==> src/hw/rtl/sonar_sweep_object_grouper_core_macros.svh <==
// Assertion macros shared by the sonar sweep object grouper.
`ifndef SONAR_SWEEP_OBJECT_GROUPER_CORE_MACROS_SVH
`define SONAR_SWEEP_OBJECT_GROUPER_CORE_MACROS_SVH

// The consequent must hold in the same cycle as the antecedent.
`define SSOG_ASSERT_SAME(label, ante, cons, msg) \
    label: assert property (@(posedge i_clk) disable iff (!i_rst_n) (ante) |-> (cons)) \
        else $error(msg);

// The consequent must hold in the cycle after the antecedent.
`define SSOG_ASSERT_NEXT(label, ante, cons, msg) \
    label: assert property (@(posedge i_clk) disable iff (!i_rst_n) (ante) |=> (cons)) \
        else $error(msg);

`endif

==> src/hw/rtl/ssog_pkg.sv <==
package ssog_pkg;

    // Field widths.
    localparam int ECHO_W  = 15;
    localparam int ANGLE_W = 8;
    localparam int DIST_W  = 13;
    localparam int RANGE_W = 9;
    localparam int MISS_W  = 2;
    localparam int REC_W   = ANGLE_W + DIST_W;

    // Echo conversion, smoothing, grouping and park constants.
    localparam logic [ECHO_W-1:0] ECHO_TIMEOUT_US = 15'd30000;
    localparam logic [9:0]        ECHO_SCALE      = 10'd557;
    localparam logic [7:0]        WEIGHT_NEW      = 8'd179;
    localparam logic [7:0]        WEIGHT_OLD      = 8'd77;
    localparam logic [DIST_W-1:0] MIN_DIST_Q4     = 13'd32;
    localparam logic [DIST_W-1:0] GROUP_SPAN_Q4   = 13'd320;
    localparam logic [ANGLE_W-1:0] PARK_ANGLE     = 8'd90;

    // Result word kinds.
    localparam logic KIND_POS = 1'b0;
    localparam logic KIND_OBJ = 1'b1;

    // Configuration register indexes.
    typedef enum logic [2:0] {
        REG_MIN_ANGLE     = 3'd0,
        REG_MAX_ANGLE     = 3'd1,
        REG_MAX_RANGE     = 3'd2,
        REG_RED_ZONE      = 3'd3,
        REG_ALERT_ENABLE  = 3'd4,
        REG_SYSTEM_ENABLE = 3'd5
    } t_reg_idx;

    // Commands from the controller to the datapath.
    typedef struct packed {
        logic load;
        logic smooth;
        logic group;
        logic sweep;
        logic clr_idx;
        logic rd;
        logic end_clear;
        logic obj;
        logic pos;
        logic park;
    } t_dp_cmd;

    // Status from the datapath to the controller.
    typedef struct packed {
        logic sweep_end;
        logic idx_lt;
        logic out_free;
    } t_dp_sts;

endpackage

==> src/hw/rtl/sonar_sweep_object_grouper_core.sv <==
// Each echo word is loaded on accept, then smoothed, grouped and swept, and its position word is then loaded into
// the output register; when disabled, a park position word follows the load. At a sweep end each stored object
// takes one store read and one output load before the position word. A new echo word is accepted only once the
// last position word is loaded. Output stalls hold the sequence only while a result waits in the output register.
// Reset is synchronous, active low: control and configuration registers take their reset values (payload registers
// are not), the sweep restarts at angle 0 going up, and the object store keeps its content (only the count is cleared).
`include "sonar_sweep_object_grouper_core_macros.svh"

module sonar_sweep_object_grouper_core #(
    parameter int MAX_OBJECT_RECORDS = 20,
    parameter int MISS_TOLERANCE     = 3
) (
    input  logic                         i_clk,
    input  logic                         i_rst_n,
    input  logic                         psel,
    input  logic                         penable,
    input  logic                         pwrite,
    input  logic [4:0]                   paddr,
    input  logic [31:0]                  pwdata,
    output logic [31:0]                  prdata,
    output logic                         pready,
    input  logic                         i_valid,
    output logic                         o_ready,
    input  logic [ssog_pkg::ECHO_W-1:0]  i_echo_us,
    output logic                         o_valid,
    input  logic                         i_ready,
    output logic                         o_kind,
    output logic [ssog_pkg::ANGLE_W-1:0] o_angle,
    output logic [ssog_pkg::DIST_W-1:0]  o_distance_q4,
    output logic                         o_red_zone,
    output logic                         o_last
);
    import ssog_pkg::*;

    logic [ANGLE_W-1:0] r_min_angle;
    logic [ANGLE_W-1:0] r_max_angle;
    logic [RANGE_W-1:0] r_max_range_cm;
    logic [RANGE_W-1:0] r_red_zone_cm;
    logic               r_alert_enable;
    logic               r_system_enable;
    logic               w_wr;
    t_reg_idx           w_idx;
    t_dp_cmd            w_cmd;
    t_dp_sts            w_sts;

    assign pready = 1'b1;
    assign w_wr   = psel && penable && pwrite && pready;
    assign w_idx  = t_reg_idx'(paddr[4:2]);

    // Configuration register writes.
    always_ff @(posedge i_clk) begin
        if (!i_rst_n) begin
            r_min_angle     <= 8'd0;
            r_max_angle     <= 8'd180;
            r_max_range_cm  <= 9'd200;
            r_red_zone_cm   <= 9'd50;
            r_alert_enable  <= 1'b1;
            r_system_enable <= 1'b1;
        end else if (w_wr) begin
            unique case (w_idx)
                REG_MIN_ANGLE:     r_min_angle     <= pwdata[ANGLE_W-1:0];
                REG_MAX_ANGLE:     r_max_angle     <= pwdata[ANGLE_W-1:0];
                REG_MAX_RANGE:     r_max_range_cm  <= pwdata[RANGE_W-1:0];
                REG_RED_ZONE:      r_red_zone_cm   <= pwdata[RANGE_W-1:0];
                REG_ALERT_ENABLE:  r_alert_enable  <= pwdata[0];
                REG_SYSTEM_ENABLE: r_system_enable <= pwdata[0];
                default: begin
                end
            endcase
        end
    end

    // Register read back.
    always_comb begin
        unique case (w_idx)
            REG_MIN_ANGLE:     prdata = 32'(r_min_angle);
            REG_MAX_ANGLE:     prdata = 32'(r_max_angle);
            REG_MAX_RANGE:     prdata = 32'(r_max_range_cm);
            REG_RED_ZONE:      prdata = 32'(r_red_zone_cm);
            REG_ALERT_ENABLE:  prdata = 32'(r_alert_enable);
            REG_SYSTEM_ENABLE: prdata = 32'(r_system_enable);
            default:           prdata = '0;
        endcase
    end

    ssog_ctrl u_ctrl (
        .i_clk           (i_clk),
        .i_rst_n         (i_rst_n),
        .i_valid         (i_valid),
        .o_ready         (o_ready),
        .i_system_enable (r_system_enable),
        .i_sts           (w_sts),
        .o_cmd           (w_cmd)
    );

    ssog_dp #(
        .MAX_OBJECT_RECORDS (MAX_OBJECT_RECORDS),
        .MISS_TOLERANCE     (MISS_TOLERANCE)
    ) u_dp (
        .i_clk          (i_clk),
        .i_rst_n        (i_rst_n),
        .i_cmd          (w_cmd),
        .o_sts          (w_sts),
        .i_min_angle    (r_min_angle),
        .i_max_angle    (r_max_angle),
        .i_max_range_cm (r_max_range_cm),
        .i_red_zone_cm  (r_red_zone_cm),
        .i_alert_enable (r_alert_enable),
        .i_echo_us      (i_echo_us),
        .i_ready        (i_ready),
        .o_valid        (o_valid),
        .o_kind         (o_kind),
        .o_angle        (o_angle),
        .o_distance_q4  (o_distance_q4),
        .o_red_zone     (o_red_zone),
        .o_last         (o_last)
    );

    // An object word is never the final word of an item.
    `SSOG_ASSERT_SAME(a_obj_not_last, o_valid && (o_kind == KIND_OBJ), !o_last, "object word marked last")
    // A position word closes the item and carries no distance or flag.
    `SSOG_ASSERT_SAME(a_pos_clean, o_valid && (o_kind == KIND_POS), o_last && (o_distance_q4 == '0) && !o_red_zone, "malformed position word")
    // One echo word at a time: ready drops right after an accept.
    `SSOG_ASSERT_NEXT(a_one_at_a_time, i_valid && o_ready, !o_ready, "ready held after accept")
endmodule

==> src/hw/rtl/ssog_ram.sv <==
module ssog_ram #(
    parameter int WIDTH = 21,
    parameter int DEPTH = 20
) (
    input  logic                                   i_clk,
    input  logic                                   i_we,
    input  logic [(DEPTH > 1 ? $clog2(DEPTH) : 1)-1:0] i_waddr,
    input  logic [WIDTH-1:0]                       i_wdata,
    input  logic                                   i_re,
    input  logic [(DEPTH > 1 ? $clog2(DEPTH) : 1)-1:0] i_raddr,
    output logic [WIDTH-1:0]                       o_rdata
);
    logic [WIDTH-1:0] r_mem [DEPTH];
    logic [WIDTH-1:0] r_rdata;

    // Single write port, registered read port that holds between reads.
    always_ff @(posedge i_clk) begin
        if (i_we) begin
            r_mem[i_waddr] <= i_wdata;
        end
        if (i_re) begin
            r_rdata <= r_mem[i_raddr];
        end
    end

    assign o_rdata = r_rdata;
endmodule

==> src/hw/rtl/ssog_dp.sv <==
module ssog_dp #(
    parameter int MAX_OBJECT_RECORDS = 20,
    parameter int MISS_TOLERANCE     = 3
) (
    input  logic                         i_clk,
    input  logic                         i_rst_n,
    input  ssog_pkg::t_dp_cmd            i_cmd,
    output ssog_pkg::t_dp_sts            o_sts,
    input  logic [ssog_pkg::ANGLE_W-1:0] i_min_angle,
    input  logic [ssog_pkg::ANGLE_W-1:0] i_max_angle,
    input  logic [ssog_pkg::RANGE_W-1:0] i_max_range_cm,
    input  logic [ssog_pkg::RANGE_W-1:0] i_red_zone_cm,
    input  logic                         i_alert_enable,
    input  logic [ssog_pkg::ECHO_W-1:0]  i_echo_us,
    input  logic                         i_ready,
    output logic                         o_valid,
    output logic                         o_kind,
    output logic [ssog_pkg::ANGLE_W-1:0] o_angle,
    output logic [ssog_pkg::DIST_W-1:0]  o_distance_q4,
    output logic                         o_red_zone,
    output logic                         o_last
);
    import ssog_pkg::*;

    localparam int CW = $clog2(MAX_OBJECT_RECORDS + 1);
    localparam int AW = MAX_OBJECT_RECORDS > 1 ? $clog2(MAX_OBJECT_RECORDS) : 1;

    // Control state.
    logic [DIST_W-1:0]  r_prev, n_prev;
    logic               r_open, n_open;
    logic [DIST_W-1:0]  r_nd, n_nd;
    logic [ANGLE_W-1:0] r_na, n_na;
    logic [MISS_W-1:0]  r_miss, n_miss;
    logic [CW-1:0]      r_count, n_count;
    logic [ANGLE_W-1:0] r_angle, n_angle;
    logic               r_down, n_down;
    logic [CW-1:0]      r_idx, n_idx;
    logic               r_valid, n_valid;

    // Payload registers.
    logic [DIST_W-1:0]  r_raw;
    logic               r_us_nz;
    logic [DIST_W-1:0]  r_d;
    logic               r_raw_ok;
    logic               r_kind;
    logic [ANGLE_W-1:0] r_out_angle;
    logic [DIST_W-1:0]  r_out_dist;
    logic               r_red;
    logic               r_last;

    logic [ECHO_W-1:0]  w_us;
    logic [24:0]        w_prod;
    logic [DIST_W-1:0]  w_hi;
    logic               w_raw_ok;
    logic [20:0]        w_mix;
    logic [DIST_W-1:0]  w_smooth;
    logic               w_in_range;
    logic [DIST_W-1:0]  w_diff;
    logic               w_room;
    logic [2:0]         w_miss_inc;
    logic signed [9:0]  w_next;
    logic               w_end;
    logic [ANGLE_W-1:0] w_new_angle;
    logic               w_new_down;
    logic               w_we;
    logic [REC_W-1:0]   w_rdata;
    logic [DIST_W-1:0]  w_rec_dist;

    // Echo to distance: timeout folds to no echo, then scale by 557/2048.
    assign w_us   = (i_echo_us > ECHO_TIMEOUT_US) ? '0 : i_echo_us;
    assign w_prod = {10'd0, w_us} * 25'(ECHO_SCALE);
    assign w_hi   = {i_max_range_cm, 4'b0000};

    // Raw range check and exponential smoothing against the previous sample.
    assign w_raw_ok = r_us_nz && (r_raw > MIN_DIST_Q4) && (r_raw < w_hi);
    assign w_mix    = 21'(r_raw) * 21'(WEIGHT_NEW) + 21'(r_prev) * 21'(WEIGHT_OLD);
    assign w_smooth = w_mix[20:8];

    // Grouping tests on the smoothed sample.
    assign w_in_range = r_raw_ok && (r_d > MIN_DIST_Q4) && (r_d < w_hi);
    assign w_diff     = (r_d > r_nd) ? (r_d - r_nd) : (r_nd - r_d);
    assign w_room     = r_count < CW'(MAX_OBJECT_RECORDS);
    assign w_miss_inc = {1'b0, r_miss} + 3'd1;

    // Next sweep angle with bounce at the limits.
    always_comb begin
        w_next      = $signed({2'b00, r_angle}) + (r_down ? -10'sd2 : 10'sd2);
        w_end       = 1'b0;
        w_new_angle = w_next[ANGLE_W-1:0];
        w_new_down  = r_down;
        priority if (w_next >= $signed({2'b00, i_max_angle})) begin
            w_new_angle = i_max_angle;
            w_new_down  = 1'b1;
            w_end       = 1'b1;
        end else if (w_next <= $signed({2'b00, i_min_angle})) begin
            w_new_angle = i_min_angle;
            w_new_down  = 1'b0;
            w_end       = 1'b1;
        end else begin
            w_end = 1'b0;
        end
    end

    // State update for each step of the item.
    always_comb begin
        n_prev  = r_prev;
        n_open  = r_open;
        n_nd    = r_nd;
        n_na    = r_na;
        n_miss  = r_miss;
        n_count = r_count;
        n_angle = r_angle;
        n_down  = r_down;
        n_idx   = r_idx;
        w_we    = 1'b0;

        if (i_cmd.smooth) begin
            n_prev = w_raw_ok ? w_smooth : '0;
        end

        if (i_cmd.group) begin
            if (w_in_range) begin
                n_miss = '0;
                if (!r_open) begin
                    n_open = 1'b1;
                    n_nd   = r_d;
                    n_na   = r_angle;
                end else if (w_diff <= GROUP_SPAN_Q4) begin
                    if (r_d < r_nd) begin
                        n_nd = r_d;
                        n_na = r_angle;
                    end
                end else begin
                    // A jump closes the group and starts a new one here.
                    w_we = w_room;
                    n_nd = r_d;
                    n_na = r_angle;
                end
            end else if (r_open) begin
                if (w_miss_inc >= 3'(MISS_TOLERANCE)) begin
                    w_we   = w_room;
                    n_open = 1'b0;
                    n_miss = '0;
                end else begin
                    n_miss = w_miss_inc[MISS_W-1:0];
                end
            end
        end

        if (i_cmd.sweep) begin
            n_angle = w_new_angle;
            n_down  = w_new_down;
            // At a sweep end the open group is stored if there is room.
            if (w_end && r_open && w_room) begin
                w_we   = 1'b1;
                n_open = 1'b0;
            end
        end

        if (w_we) begin
            n_count = r_count + CW'(1);
        end

        if (i_cmd.clr_idx) begin
            n_idx = '0;
        end else if (i_cmd.obj) begin
            n_idx = r_idx + CW'(1);
        end

        if (i_cmd.end_clear) begin
            n_count = '0;
            n_miss  = '0;
        end
    end

    // Output word register.
    always_comb begin
        if (i_cmd.obj || i_cmd.pos) begin
            n_valid = 1'b1;
        end else if (i_ready) begin
            n_valid = 1'b0;
        end else begin
            n_valid = r_valid;
        end
    end

    always_ff @(posedge i_clk) begin
        if (!i_rst_n) begin
            r_prev  <= '0;
            r_open  <= 1'b0;
            r_nd    <= '0;
            r_na    <= '0;
            r_miss  <= '0;
            r_count <= '0;
            r_angle <= '0;
            r_down  <= 1'b0;
            r_idx   <= '0;
            r_valid <= 1'b0;
        end else begin
            r_prev  <= n_prev;
            r_open  <= n_open;
            r_nd    <= n_nd;
            r_na    <= n_na;
            r_miss  <= n_miss;
            r_count <= n_count;
            r_angle <= n_angle;
            r_down  <= n_down;
            r_idx   <= n_idx;
            r_valid <= n_valid;
        end
    end

    assign w_rec_dist = w_rdata[DIST_W-1:0];

    // Pipeline payload and the output word fields.
    always_ff @(posedge i_clk) begin
        if (i_cmd.load) begin
            r_raw   <= w_prod[23:11];
            r_us_nz <= w_us != '0;
        end
        if (i_cmd.smooth) begin
            r_d      <= w_raw_ok ? w_smooth : r_raw;
            r_raw_ok <= w_raw_ok;
        end
        if (i_cmd.obj) begin
            r_kind      <= KIND_OBJ;
            r_out_angle <= w_rdata[REC_W-1:DIST_W];
            r_out_dist  <= w_rec_dist;
            r_red       <= i_alert_enable && (w_rec_dist < {i_red_zone_cm, 4'b0000});
            r_last      <= 1'b0;
        end else if (i_cmd.pos) begin
            r_kind      <= KIND_POS;
            r_out_angle <= i_cmd.park ? PARK_ANGLE : r_angle;
            r_out_dist  <= '0;
            r_red       <= 1'b0;
            r_last      <= 1'b1;
        end
    end

    // Object store.
    ssog_ram #(
        .WIDTH (REC_W),
        .DEPTH (MAX_OBJECT_RECORDS)
    ) u_store (
        .i_clk   (i_clk),
        .i_we    (w_we),
        .i_waddr (r_count[AW-1:0]),
        .i_wdata ({r_na, r_nd}),
        .i_re    (i_cmd.rd),
        .i_raddr (r_idx[AW-1:0]),
        .o_rdata (w_rdata)
    );

    assign o_sts.sweep_end = w_end;
    assign o_sts.idx_lt    = r_idx < r_count;
    assign o_sts.out_free  = !r_valid || i_ready;

    assign o_valid       = r_valid;
    assign o_kind        = r_kind;
    assign o_angle       = r_out_angle;
    assign o_distance_q4 = r_out_dist;
    assign o_red_zone    = r_red;
    assign o_last        = r_last;
endmodule

==> src/hw/rtl/ssog_ctrl.sv <==
module ssog_ctrl (
    input  logic              i_clk,
    input  logic              i_rst_n,
    input  logic              i_valid,
    output logic              o_ready,
    input  logic              i_system_enable,
    input  ssog_pkg::t_dp_sts i_sts,
    output ssog_pkg::t_dp_cmd o_cmd
);
    import ssog_pkg::*;

    typedef enum logic [7:0] {
        S_IDLE   = 8'b0000_0001,
        S_SMOOTH = 8'b0000_0010,
        S_GROUP  = 8'b0000_0100,
        S_SWEEP  = 8'b0000_1000,
        S_READ   = 8'b0001_0000,
        S_OBJ    = 8'b0010_0000,
        S_POS    = 8'b0100_0000,
        S_PARK   = 8'b1000_0000
    } t_state;

    t_state r_state, n_state;

    // Sequencing of one item and of the object dump at a sweep end.
    always_comb begin
        n_state = r_state;
        o_cmd   = '0;
        o_ready = 1'b0;
        unique case (r_state)
            S_IDLE: begin
                o_ready = 1'b1;
                if (i_valid) begin
                    o_cmd.load = 1'b1;
                    n_state    = i_system_enable ? S_SMOOTH : S_PARK;
                end
            end
            S_SMOOTH: begin
                o_cmd.smooth = 1'b1;
                n_state      = S_GROUP;
            end
            S_GROUP: begin
                o_cmd.group = 1'b1;
                n_state     = S_SWEEP;
            end
            S_SWEEP: begin
                o_cmd.sweep   = 1'b1;
                o_cmd.clr_idx = 1'b1;
                n_state       = i_sts.sweep_end ? S_READ : S_POS;
            end
            S_READ: begin
                if (i_sts.idx_lt) begin
                    o_cmd.rd = 1'b1;
                    n_state  = S_OBJ;
                end else begin
                    o_cmd.end_clear = 1'b1;
                    n_state         = S_POS;
                end
            end
            S_OBJ: begin
                if (i_sts.out_free) begin
                    o_cmd.obj = 1'b1;
                    n_state   = S_READ;
                end
            end
            S_POS: begin
                if (i_sts.out_free) begin
                    o_cmd.pos = 1'b1;
                    n_state   = S_IDLE;
                end
            end
            S_PARK: begin
                if (i_sts.out_free) begin
                    o_cmd.pos  = 1'b1;
                    o_cmd.park = 1'b1;
                    n_state    = S_IDLE;
                end
            end
            default: begin
                n_state = S_IDLE;
            end
        endcase
    end

    always_ff @(posedge i_clk) begin
        if (!i_rst_n) begin
            r_state <= S_IDLE;
        end else begin
            r_state <= n_state;
        end
    end
endmodule
==> config.mk <==
export PLATFORM = sky130hd
export DESIGN_NAME = sonar_sweep_object_grouper_core
export DESIGN_NICKNAME = d
export VERILOG_FILES = /design/src/hw/rtl/ssog_pkg.sv /design/src/hw/rtl/sonar_sweep_object_grouper_core.sv /design/src/hw/rtl/ssog_ram.sv /design/src/hw/rtl/ssog_dp.sv /design/src/hw/rtl/ssog_ctrl.sv
export VERILOG_INCLUDE_DIRS = /design/src /design/src/hw/rtl
export SDC_FILE = /design/constraint.sdc
export NUM_CORES = 1
export LEC_CHECK = 0
export BUFFER_PORTS_ARGS = -buffer_cell sky130_fd_sc_hd__buf_2
export CAP_MARGIN = 20
export CORE_MARGIN = 1.5
export CORE_UTILIZATION = 60
export DETAILED_ROUTE_END_ITERATION = 6
export HOLD_SLACK_MARGIN = 0.15
export MAX_ROUTING_LAYER = met4
export PLACE_DENSITY = 0.78
export SYNTH_ARGS = -nofsm -noshare
export SYNTH_HDL_FRONTEND = slang
export SYNTH_SLANG_ARGS = --single-unit
==> constraint.sdc <==
create_clock -name i_clk -period 9.6 [get_ports i_clk]
set_clock_uncertainty 0.1 [all_clocks]
set_input_delay 0.96 -clock i_clk [delete_from_list [all_inputs] [get_ports i_clk]]
set_output_delay 0.96 -clock i_clk [all_outputs]
set_load 0.01 [all_outputs]
==> results.py <==
metrics = {
    "critical_path": {
        "r2r-start": "u_dp.r_raw[5]$_DFFE_PP_",
        "reg2reg_depth": 22,
        "crit_arrival_ns": 7.61,
        "slowest_stage": "fa_1",
        "end_kind": "flop",
        "reg2reg_slack_ns": 2.92,
        "r2r_end": "u_dp.r_d[12]$_DFFE_PP_",
        "critPathKind": "in -> reg",
        "cp_max_fo": 17,
        "worstPathRequired_ns": 9.85,
        "slowest_delay_ns": 0.56,
        "critPathLaunchType": "input pin",
    },
    "floorplanning": {
        "initial_core_util_pct": 60.8,
        "die-area_um2": 54700,
        "rows": 84,
        "ios": 118,
        "die_h_um": 234,
        "die_x_um": 234,
        "coreArea_um2": 52600,
    },
    "finish": {
        "syn2layout_area_growth_pct": 8.57,
        "final_cells": 3122,
        "final_layout_size_suffix_gt1_share_pct": 14.6,
        "nets": 2819,
    },
    "worst_hold_path": {
        "holdPathStages": 2,
        "min_to": "r_red_zone_cm[2]$_SDFFE_PN0P_",
        "hp-class": "reg -> reg",
        "min_from": "r_red_zone_cm[2]$_SDFFE_PN0P_",
    },
    "timing": {
        "slew_headroom_pct": 33.2,
        "maxSlewViolCount": 0,
        "period_minus_slack_ns": 7.36,
        "hold-worst-slack_ns": 0.379,
        "finalCritPeriodShare_pct": 76.7,
        "setup_viol": 0,
        "rsz0062_at_grt": "no",
        "hold_viol": 0,
        "setup_tns_ns": 0,
        "max_slew.worst_pin.slew_ns": 0.999,
        "fmax_mhz": 136,
    },
    "synthesis": {
        "syn_area_um2": 32000,
        "synthCells": 2320,
        "syn_area_per_cell_um2": 13.8,
        "yosys_warnings": 0,
        "synth_flop_cell": "edfxtp_1",
        "yosysSeqAreaShare_pct": 52.6,
        "synthArstFlopShare_pct": 0,
        "synth_seq_cells": 594,
        "synth-edff-count": 491,
        "synth_cell_types": 81,
    },
    "power": {
        "p_leak_nw": 13.9,
        "p_switching_w": 0.00511,
        "seq_power_share_pct": 24.8,
        "p_clk_share_pct": 17.7,
        "p_per_area_nw_per_um2": 356,
        "sw_frac_of_total_pct": 41.4,
        "internal_power_w": 0.00724,
        "vdd_ir_drop_max_uv": 1030,
        "pwr-share-comb_pct": 57.5,
    },
    "run": {
        "drv_cap": 0,
    },
    "clock_tree": {
        "path_clk_slew_ns": 0.06,
        "htreeDepth": 2,
        "cts-root-to-sink-buffers": 3,
        "cts_setup_buffers": 0,
        "cts_tree": "yes",
        "clock-sinks": 594,
        "numCtsBuffers": 56,
        "cts_root_buf": "clkbuf_16",
        "cts-resized-gates": 0,
        "clock_latency_ns": 0.61,
        "hold_buffers": 0,
    },
    "placement": {
        "dp_hpwl_um": 47900,
        "io_buffers": 68,
        "dpl.cell_count": 3016,
        "routabilityCongestion": 0.958,
    },
    "drt": {
        "via_per_inst": 6.16,
        "first_iter_violations": 1712,
        "vias": 19220,
        "wire_per_inst_um": 23.7,
        "drt_first_pass_iters": 5,
        "drt_wl_total_um": 73800,
        "drc": 0,
        "antenna_left": 0,
    },
    "status": {
        "run_status": "finished, final reports clean",
    },
    "global_route": {
        "grt_pass1_vias": 19151,
        "antenna_found_initial": 0,
        "grt_max_degree": 68,
        "gr-total-overflow": 0,
        "grt_use_total_pct": 28.6,
        "grt_pass1_wl_um": 113000,
    },
}
-- final cells by class --
| type | instances | area, um2 |
|---|---|---|
| tap | 688 | 861 |
| fill | 3634 | 17900 |
| antenna | 1 | 2.50 |
| clock buffer | 74 | 1490 |
| multi-input combinational | 1352 | 13600 |
| clock inverter | 30 | 305 |
| timing repair buffer | 88 | 488 |
| inverter | 295 | 1110 |
| sequential | 594 | 16800 |
-- per-stage QoR --
step                      setup slack (ns)  power, W  instance area, um2  utilization (%)
after floorplan                       2.08   0.00867               32000                -
after global placement                1.74   0.00996               32900             62.6
after detailed placement              1.63    0.0101               32900             62.6
after CTS                             2.28    0.0124               34700             66.0
after global routing                  1.82    0.0136               34700             66.0
final                                 2.24    0.0124               34700             66.0
-- how the worst max path moves through the flow --
stage	startpoint	endpoint	slack, ns	cells after the start
2_1_floorplan	i_echo_us[0]	u_dp.r_raw[12]$_DFFE_PP_	2.08	26
3_3_place_gp	i_echo_us[0]	u_dp.r_raw[12]$_DFFE_PP_	1.74	25
3_5_place_dp	i_echo_us[0]	u_dp.r_raw[12]$_DFFE_PP_	1.63	25
4_1_cts	i_echo_us[0]	u_dp.r_raw[12]$_DFFE_PP_	2.28	25
5_1_grt	i_echo_us[0]	u_dp.r_raw[12]$_DFFE_PP_	1.82	25
6_report	i_echo_us[0]	u_dp.r_raw[12]$_DFFE_PP_	2.24	25
-- power by group through the flow --
stage          clock (W)  combinational, W  sequential [W]
2_1_floorplan          0           0.00562         0.00305
3_3_place_gp           0           0.00684         0.00312
3_5_place_dp           0           0.00702         0.00312
4_1_cts          0.00221           0.00711         0.00306
5_1_grt          0.00230           0.00823         0.00307
6_report         0.00218           0.00710         0.00306
-- critical path: cells and delay by family --
| kind | cells | cell delay [ns] |
|---|---|---|
| AO/OA/AOI/OAI | 8 | 2.17 |
| adder cells (fa/ha/maj) | 6 | 2.33 |
| XOR/XNOR | 1 | 0.08 |
| buffers and inverters | 4 | 0.40 |
| AND/OR/NAND/NOR | 6 | 1.68 |
-- cells in the mapped netlist, types with 7 or more instances --
cell type	instances	area share [%]
nor2b_1	19	0.37
nand2b_1	15	0.29
xnor2_1	28	0.77
dfxtp_1	103	6.5
buf_4	29	0.68
o21ai_0	56	0.88
a21o_1	27	0.63
inv_1	293	3.4
nand3_1	37	0.58
mux4_2	133	9.4
nand4_1	14	0.27
mux2i_1	50	1.6
a31oi_1	7	0.14
ha_1	266	10
mux2_2	23	0.81
and3_1	42	0.82
nor2_1	111	1.3
o211ai_1	14	0.33
nand2_1	123	1.4
a211oi_1	18	0.42
edfxtp_1	491	46
and2_1	11	0.22
fa_1	107	6.7
clkbuf_1	52	0.61
xor2_1	16	0.44
a21oi_1	68	1.1
o21a_1	12	0.28
nor3_1	31	0.49
buf_1	13	0.15
-- state kept, by name (all words and copies together) (netlist names), 5 cells and up --
register,flops
r_min_angle,8
r_max_angle,8
r_red_zone_cm,9
u_dp.r_raw,13
u_dp.o_distance_q4,13
u_dp.r_nd,13
u_dp.r_prev,13
u_dp.u_store.o_rdata,21
u_dp.r_d,13
u_dp.r_idx,5
u_dp.u_store.r_mem,420
u_dp.r_count,5
r_max_range_cm,9
u_ctrl.r_state,8
u_dp.r_angle,8
u_dp.r_na,8
u_dp.o_angle,8
-- placed cells by master (no fill, tap or decap), types with 5 or more instances in the layout --
cell,synthesis,routed
nand3_1,37,37
ha_1,266,266
inv_1,293,293
xor2_1,16,16
nand4_1,14,14
clkbuf_1,52,16
edfxtp_1,491,491
fa_1,107,107
nor2_1,111,110
or3_1,5,5
and2_1,11,11
xnor2_1,28,28
o22a_1,6,6
or2_2,6,6
nor3b_1,6,6
bufinv_16,0,5
nand2_1,123,123
a21oi_1,68,68
buf_4,29,19
o21ai_0,56,56
o21a_1,12,12
a31oi_1,7,7
clkinv_1,1,12
clkinv_2,0,11
nor2b_1,19,19
clkbuf_16,0,56
buf_2,3,69
a21o_1,27,27
mux2_2,23,23
and3_1,42,29
nand2b_1,15,15
and3_2,0,13
mux2i_1,50,50
dfxtp_1,103,100
a211oi_1,18,18
mux4_2,133,133
o22ai_1,5,5
conb_1,2,24
o211ai_1,14,14
nor3_1,31,31
-- layer usage --
layer  up-vias  GRT usage [%]  part of all wire, %
li1       8544              -                    -
met1      9687           37.7                   41
met2       858           47.3                   50
met3       131           3.26                  6.7
met4         0           7.89                  2.4
met5         -              -                    0
-- kinds of logic (layout without fill, tap and decap cells) --
kind of cell | count (synthesis) | after routing | synth area share, %
AO/OA/AOI/OAI | 267 | 267 | 5.62
XOR/XNOR | 44 | 44 | 1.21
adder cells (fa/ha/maj) | 373 | 373 | 17.1
buffers and inverters | 396 | 487 | 5.10
flip-flops | 594 | 594 | 52.6
multiplexers | 206 | 206 | 11.7
other | 2 | 25 | 0.0235
AND/OR/NAND/NOR | 438 | 438 | 6.60
(Power assumes the default switching activity.)
